--- config.mk ---
export PLATFORM = sky130hd
export DESIGN_NAME = hbs_blend
export DESIGN_NICKNAME = d
export VERILOG_FILES = /design/src/hw/rtl/hbs_pkg.sv /design/src/hw/rtl/hbs_blend.sv
export SDC_FILE = /design/constraint.sdc
export NUM_CORES = 1
export LEC_CHECK = 0
export ABC_CLOCK_PERIOD_IN_PS = 9090
export CAP_MARGIN = 10
export CORE_MARGIN = 4
export CORE_UTILIZATION = 58
export DETAILED_ROUTE_END_ITERATION = 8
export DONT_BUFFER_PORTS = 1
export PLACE_DENSITY = 0.74
export SLEW_MARGIN = 20
export SYNTH_ARGS = -nofsm -noshare
export SYNTH_HDL_FRONTEND = slang
export SYNTH_SLANG_ARGS = --single-unit
--- constraint.sdc ---
create_clock -name aclk -period 9.09 [get_ports aclk]
set_input_delay 2.727 -clock aclk [delete_from_list [all_inputs] [get_ports aclk]]
set_output_delay 2.727 -clock aclk [all_outputs]
set_load 0.1 [all_outputs]
--- src/hw/rtl/hbs_pkg.sv ---
// ----------------------------------------------------------------------------
// hbs_pkg
// Shared types and constants of the height map bilinear sampler.
// ----------------------------------------------------------------------------
package hbs_pkg;

    localparam int COORD_W  = 19;
    localparam int SAMPLE_W = 8;
    localparam int SCALE_W  = 16;
    localparam int HEIGHT_W = 24;
    localparam int FRAC_W   = 8;
    localparam int IPART_W  = 10;
    localparam int FACTOR_W = 9;
    localparam int WEIGHT_W = 17;
    localparam int ACC_W    = 24;
    localparam int PROD_W   = ACC_W + SCALE_W;

    localparam logic [1:0] KIND_WRITE    = 2'd0;
    localparam logic [1:0] KIND_BILINEAR = 2'd1;
    localparam logic [1:0] KIND_POINT    = 2'd2;

    localparam logic [SCALE_W-1:0] SCALE_RESET = 16'd256;

    typedef struct packed {
        logic clear;
        logic issue;
        logic scale;
    } blend_ctrl_t;

endpackage

--- src/hw/rtl/hbs_blend.sv ---
// ----------------------------------------------------------------------------
// hbs_blend
// Weighted accumulation of the neighbor samples and final height scaling.
// ----------------------------------------------------------------------------
module hbs_blend (
    input  logic                          aclk,
    input  logic                          aresetn,
    input  hbs_pkg::blend_ctrl_t          ctrl,
    input  logic [hbs_pkg::FACTOR_W-1:0]  wx,
    input  logic [hbs_pkg::FACTOR_W-1:0]  wz,
    input  logic [hbs_pkg::SAMPLE_W-1:0]  rdata,
    input  logic [hbs_pkg::SCALE_W-1:0]   gain,
    output logic [hbs_pkg::HEIGHT_W-1:0]  height
);

    logic [hbs_pkg::WEIGHT_W-1:0]  weight_reg;
    logic                          tap_reg;
    logic [hbs_pkg::ACC_W-1:0]     acc_reg;
    logic [hbs_pkg::PROD_W-1:0]    prod_reg;
    logic [2*hbs_pkg::FACTOR_W-1:0] weight_full;
    logic [hbs_pkg::SAMPLE_W+hbs_pkg::WEIGHT_W-1:0] term;

    assign weight_full = wx * wz;
    assign term        = rdata * weight_reg;

    always_ff @(posedge aclk) begin
        if (!aresetn) begin
            tap_reg <= 1'b0;
        end else begin
            tap_reg <= ctrl.issue;
        end
    end

    always_ff @(posedge aclk) begin
        if (ctrl.issue) begin
            weight_reg <= weight_full[hbs_pkg::WEIGHT_W-1:0];
        end
        if (ctrl.clear) begin
            acc_reg <= '0;
        end else if (tap_reg) begin
            acc_reg <= acc_reg + term[hbs_pkg::ACC_W-1:0];
        end
        if (ctrl.scale) begin
            prod_reg <= acc_reg * gain;
        end
    end

    assign height = prod_reg[hbs_pkg::PROD_W-1 -: hbs_pkg::HEIGHT_W];

endmodule

Word level (Yosys, flattened, before mapping) --
Index checks and enable logic that the tools add are counted.
Operators by class: add/sub/neg operators 1, $mul 3, divide/modulo/power cells 0, magnitude comparators 0, equal/unequal tests 0, shift-type cells 0, multiplexer cells 0, bitwise gates (word level) 0, reduce and logical (&&, ||, !) cells 0
Operator list (number):
- 24-bit by 16-bit multiplier with 40-bit output | 1
- 24-bit adder | 1
- 8-bit by 17-bit multiplier with 24-bit output | 1
- 9-bit by 9-bit multiplier with 17-bit output | 1
Word-level totals: register bits 82, bits in latches 0, RAM bits 0, bits in read-only memories 0, input port bits 47, output and inout port bits 24, word-level logic and storage cells 8, memories kept 0

Logic depth before layout (Yosys ltp) --
Gate-level depths: netlist (run 1).
depth after elaboration 2, mapped depth 24, depth with buffers taken out 23

Worst setup path before layout (run 1) --
OpenSTA, ideal clock, no wires.
kind input to register, start point input port gain[1] in the netlist's numbering, end point register prod_reg[37] in the netlist's numbering (data pin), library setup time 0.262 ns, arrival time 8.248 ns, data required time 8.828 ns, path slack 0.580 ns, cell stages on the path 23, path buffers 1, path through clkbuf_1 > nand2_1 > fa_1 > inv_1 > fa_1 > inv_1 > fa_1 > inv_1 > fa_1 > fa_1 > inv_1 > fa_1 > inv_1 > ha_1 > a211oi_1 > o21ai_0 > a221oi_1 > o31ai_2 > a41oi_1 > o211ai_2 > a31oi_1 > o21bai_1 > xor2_1
On the way: word-level cells in the longest chain between the ends 1
Ends and longest elaborated chain:
- start, declared | line hbs_blend.sv:12 | input logic [hbs_pkg::SCALE_W-1:0] gain,
- 24-bit by 16-bit multiplier with 40-bit output | line hbs_blend.sv:44 | prod_reg <= acc_reg * gain;
- end signal, assigned | line hbs_blend.sv:44
- end, declared | line hbs_blend.sv:19 | logic [hbs_pkg::PROD_W-1:0] prod_reg;
No other way between the ends. A chain may end at the register's enable or synchronous reset.

Worst setup path after layout (run 1) --
Ends and elaborated chain as after synthesis.

==> results of run 1 <==
[metal layers]
metal,vias to the layer above,global-route usage [%]
li1,6673,-
met1,7707,33.1
met2,365,41.8
met3,68,3.01
met4,0,7.29
met5,-,0
[metrics by stage]
step	setup slack, ps	cells	instance area, µm²	util (%)
final	562	2702	21500	60.5
after global routing	289	2702	21500	60.5
after CTS	558	2702	21500	60.5
after detailed placement	185	2686	21200	59.6
after global placement	344	2686	21200	59.6
after floorplan	580	2315	21000	-
[worst reg2reg max path, cell delays in order (launching register included)]
cell and delay (ps):
dfxtp_1 870, nand2_1 180, fa_1 570, inv_1 50, fa_1 470, inv_1 50
fa_1 500, inv_1 50, fa_1 500, fa_1 520, inv_1 60, fa_1 480
inv_1 40, ha_1 360, a211oi_1 240, o21ai_0 140, a221oi_1 370, o31ai_2 230
a41oi_1 460, o211ai_2 180, a31oi_1 290, o21bai_1 110, xor2_1 140
[area by class of cell]
class                      count  area [µm²]
inverter                     560        2100
sequential                    66        1730
timing repair buffer           4        30.0
multi-input combinational   1595       16800
clock buffer                  11         275
tap                          461         577
fill                        3112       14000
clock inverter                 5        38.8
[cell families (layout without fill, tap and decap cells)]
| logic type | after synthesis | after routing |
|---|---|---|
| and+or+nand+nor | 737 | 737 |
| buffers and inverters | 654 | 580 |
| adders and majority gates | 652 | 652 |
| AOI/OAI and AO/OA | 139 | 139 |
| DFF | 66 | 66 |
| xor gates and xnor gates | 49 | 49 |
| muxes | 18 | 18 |
[how the worst max path moves through the flow]
stage	from	endpoint	slack [ps]	cells after the start
floorplan	gain[1]	prod_reg[37]	580	23
global placement	gain[1]	prod_reg[37]	340	22
detailed placement	gain[1]	prod_reg[37]	180	22
CTS	gain[1]	prod_reg[37]	560	22
global route	gain[1]	prod_reg[37]	290	22
finish	gain[1]	prod_reg[37]	560	22
[cell usage in the layout, fill, tap and decap left out, types with 11 or more instances in the layout]
master | netlist | final
xnor2_1 | 37 | 37
ha_1 | 186 | 186
dfxtp_1 | 25 | 25
a21o_1 | 26 | 26
nand2_1 | 380 | 380
inv_1 | 560 | 560
o21ai_0 | 16 | 16
xor2_1 | 12 | 12
and2_1 | 245 | 245
fa_1 | 466 | 466
clkbuf_16 | 0 | 11
edfxtp_1 | 41 | 41
nor2_1 | 51 | 51
mux2i_1 | 18 | 18
a21oi_1 | 31 | 31
==> run summary, run 1 <==
Synth Area in Adders -> 55.6%
Clk_lat worst skew -> 360 ps
Simple-gate share of the synthesized area -> 16.9%
Worst relative slew slack -> 32.8%
Initial antenna violation count -> 1
Slew @ Worst Pin -> 1010 ps
Drt total wl -> 44.7 mm
Synth Area in Compound Gates -> 4.58%
Met3 Wirelength -> 2.09 mm
Hold buffers post-CTS -> 0
Synthesized area -> 21000 µm²
Crit start category -> primary input
TritonCTS clock tree -> done
Overall Global Routing Usage -> 24.5%
Min Tclk post-route -> 8530 ps
Layout area overhead -> 2.71%
Worst hold path cell count -> 3
GR Overflow Total -> 0
IO Pins -> 71
Die Ht -> 198 µm
Cell count after synthesis -> 2315
CP max stage delay -> 560 ps
Worst hold slack -> 729 ps
Async S/R FF share, synth -> 0%
Hold Path Origin -> acc_reg[21]
Via count -> 14800
DRC Markers -> 0
Post-Synth XOR/XNOR Area -> 2.05%
Sequential cell area fraction in the yosys report -> 8.26%
Rows -> 69
Root buf cell -> clkbuf_16
Hold EP -> acc_reg[21]
Crit-path cells -> nand2_1 > fa_1 > inv_1 > fa_1 > inv_1 > fa_1 > inv_1 > fa_1 > fa_1 > inv_1 > fa_1 > inv_1 > ha_1 > a211oi_1 > o21ai_0 > a221oi_1 > o31ai_2 > a41oi_1 > o211ai_2 > a31oi_1 > o21bai_1 > xor2_1
Netlist cell types -> 61
Top cell type by total area after synthesis -> fa_1
RePlAce Congestion -> 0.853
Commonest cells post-synth -> inv_1 (560), fa_1 (466), nand2_1 (380)
Setup TNS -> 0 ps
Final hold violation count -> 0
Clock Sinks -> 66
Die area -> 39200 µm²
Synth Warn # -> 0
Cell family with most CP delay -> adder cells
Post-synthesis mux area share -> 0.860%
CTS resizes -> 0
Post-CTS Setup Bufs -> 0
Top Layer Used -> met4
Most used cell, CP -> fa_1
Total Nets Final -> 2935
Clk slew on worst S/H paths -> 70 ps
DR iter-0 viols -> 833
Setup repair after global routing missed its margin -> no
DRT Pass-1 Iters -> 5
Maximum clock frequency -> 117 MHz
FF+latch count, synth -> 66
Total of max-cap violations -> 0
R2R Setup Slk -> 2000 ps
Final worst-path cycle share -> 93.8%
Most used DFF post-synth -> edfxtp_1
Yosys top cell area share -> 44.5%
First-pass GRT wire length -> 77.8 mm
Worst path arrival time -> 8650 ps
Cells on worst reg2reg path -> 22
Port Buf Inserts -> 0
Fin. max-slew vios -> 0
Vias/cell -> 5.48
Num CTS Buffers -> 9
Post-route ant nets -> 0
WL met2 -> 23.0 mm
Vias in the first global route -> 16200
Crit path buffers/inverters -> 5
Most common cell in the netlist -> inv_1
Pin count of the biggest net entering global routing -> 38
DP Wirelength -> 36.9 mm
Clock Tree Buf Depth -> 2
Crit Path Max Fanout -> 24
Final setup vio count -> 0
Avg WL per Cell -> 16.6 µm
CTS H-tree lvls -> 3
Status -> completed
Share of layout cells above drive strength 1 -> 1.38%
Hold WC Path Type -> register to register
Die Wd -> 198 µm
M1 wire length -> 18.7 mm
Slowest stage cell, crit path -> fa_1
Area of the core -> 35600 µm²
Antenna fix cells -> 0
Critical Path RT -> 9210 ps
Reg2reg start -> acc_reg[10]
Initial Util -> 58.9%
Avg Synthesized Cell Area -> 9.05 µm²
WS Path Type -> primary input to register
Largest family of logic cells by synthesized area -> adder cells
Post-synth EDFFs -> 41
Critical path endpoint category -> register
Syn_nets -> 3014
Reg2reg end -> prod_reg[37]
Area contributors post-synth -> fa_1 (45%), ha_1 (11%), inv_1 (10%)
Post-Route Skew -> 13.3 ps
Power of run 1 is left out: the tool's default activity adds up to more than one toggle a clock period on the data nets, which glitch-free logic cannot reach.
==> run 2, diff against run 1 <==
ABC_CLOCK_PERIOD_IN_PS = 10500   (was 9090)
PLACE_DENSITY = not set   (was 0.74)
PLACE_DENSITY_LB_ADDON = 0.2   (was not set)
clock period = 10.5 ns   (was 9.09 ns; I/O delays follow)
==> run 2 against run 1 <==
Via count fell by 0.68%. Critical endpoint unchanged. Clock skew rose by 1.2 ps. Sequential share of layout area did not move. Hold slack got worse by 110 ps. Setup slack improved by 980 ps. Final area did not move. Critical path depth fell by 1. Non-clock buffer count rose by 3. Routed wire length rose by 0.17%. Final cell count rose by 0.11%. Utilization did not move.
==> run summary, run 2 (synthesized netlist as in run 1, its figures left out) <==
DRT Pass-1 Iters -> 5 (unchanged)
Worst relative slew slack -> 35.4% (+2.6 points)
Clk_lat worst skew -> 370 ps (about the same)
Most frequent cells in the layout -> inv_1 (560), fa_1 (466), nand2_1 (380)
TritonCTS clock tree -> done
Rows -> 69 (unchanged)
Final hold violation count -> 0 (unchanged)
Fin. max-slew vios -> 0 (unchanged)
GR Overflow Total -> 0 (unchanged)
Final worst-path cycle share -> 85.4%
Critical Path RT -> 10620 ps (+1410 ps)
Setup TNS -> 0 ps (unchanged)
RePlAce Congestion -> 0.864 (+1.3%)
Status -> completed
DP Wirelength -> 36.8 mm (-0.31%)
Critical path endpoint category -> register
Clk slew on worst S/H paths -> 70 ps (about the same)
IO Pins -> 71 (unchanged)
R2R Setup Slk -> 3370 ps (+1370 ps)
Worst path arrival time -> 9090 ps (+440 ps)
Vias in the first global route -> 16000 (-1.3%)
DR iter-0 viols -> 763 (-8.4%)
Final setup vio count -> 0 (unchanged)
Overall Global Routing Usage -> 24.6% (+0.13 points)
Layout area overhead -> 2.71% (unchanged)
DRC Markers -> 0 (unchanged)
Root buf cell -> clkbuf_16
Die area -> 39200 µm² (unchanged)
Post-Route Skew -> 14.5 ps (+1.21 ps)
Slew @ Worst Pin -> 971 ps (-39.4 ps)
Setup repair after global routing missed its margin -> no
Hold buffers post-CTS -> 0 (unchanged)
Final std cells w/o fill -> 2705 (+0.11%)
Port Buf Inserts -> 0 (unchanged)
Hold WC Path Type -> register to register
Vias/cell -> 5.44 (-0.79%)
Min Tclk post-route -> 8960 ps
Pin count of the biggest net entering global routing -> 38 (unchanged)
Drt total wl -> 44.8 mm (+0.17%)
CTS H-tree lvls -> 3 (unchanged)
Total Nets Final -> 2938 (+0.10%)
Antenna fix cells -> 0 (unchanged)
Maximum clock frequency -> 112 MHz
Avg WL per Cell -> 16.6 µm (about the same)
Share of layout cells above drive strength 1 -> 1.43% (+0.043 points)
Crit Path Max Fanout -> 24 (unchanged)
Initial antenna violation count -> 0 (-1)
Post-CTS Setup Bufs -> 0 (unchanged)
Area of the core -> 35600 µm² (unchanged)
Via count -> 14700 (-0.68%)
Post-route ant nets -> 0 (unchanged)
WS Path Type -> primary input to register
Num CTS Buffers -> 9 (unchanged)
Clock Tree Buf Depth -> 2 (unchanged)
Total of max-cap violations -> 0 (unchanged)
Die Wd -> 198 µm (unchanged)
Commonest non-fill, non-tap cell in the layout -> inv_1
First-pass GRT wire length -> 77.9 mm (+0.18%)
Die Ht -> 198 µm (unchanged)
Crit start category -> primary input
Initial Util -> 58.9% (unchanged)
CTS resizes -> 0 (unchanged)
Clock Sinks -> 66 (unchanged)
Placed cells -> 2689 (+0.11%)
[run 2: final timing paths]
| check | to | depth (start not counted) | from |
|---|---|---|---|
| setup / recovery | prod_reg[37] | 21 | gain[4] |
| hold / removal | acc_reg[0] | 2 | acc_reg[0] |
| setup reg to reg | prod_reg[37] | 22 | acc_reg[13] |
| hold reg to reg | acc_reg[0] | 2 | acc_reg[0] |
[run 2: cell type report]
class | instances | area, µm²
Clock buffer | 13 | 272
Clock inverter | 3 | 20.0
Fill cell | 3087 | 14000
Inverter | 560 | 2100
Multi-Input combinational cell | 1595 | 16800
Sequential cell | 66 | 1730
Tap cell | 461 | 577
Timing Repair Buffer | 7 | 52.6
[run 2: stage by stage]
step,util (%),setup WS [ps],area [µm²],hold slack (ps)
finish,60.5,1540,21500,615
global route,60.5,1090,21500,681
CTS,60.5,1540,21500,618
detailed placement,59.7,1140,21200,600
global placement,59.7,1240,21200,588
floorplan,-,1570,21000,501
[run 2: routing by layer]
| layer | global-route usage, % | up-vias | share of wire [%] |
|---|---|---|---|
| met4 | 7.65 | 0 | 2.7 |
| li1 | - | 6673 | - |
| met5 | 0 | - | 0 |
| met1 | 32.7 | 7601 | 41 |
| met3 | 3.40 | 79 | 5.4 |
| met2 | 42.2 | 360 | 51 |
[run 2: critical path: stages]
cell and delay (ps):
and2_1 160, fa_1 540, inv_1 50, fa_1 470
inv_1 50, fa_1 500, fa_1 520, fa_1 500
inv_1 60, fa_1 480, inv_1 40, ha_1 320
and2_1 200, and3_1 200, a221oi_1 350, o31ai_2 210
a41oi_1 530, o211ai_2 200, a31oi_1 280, o21bai_1 110
xor2_1 150
Power of run 2 is left out for the same reason.
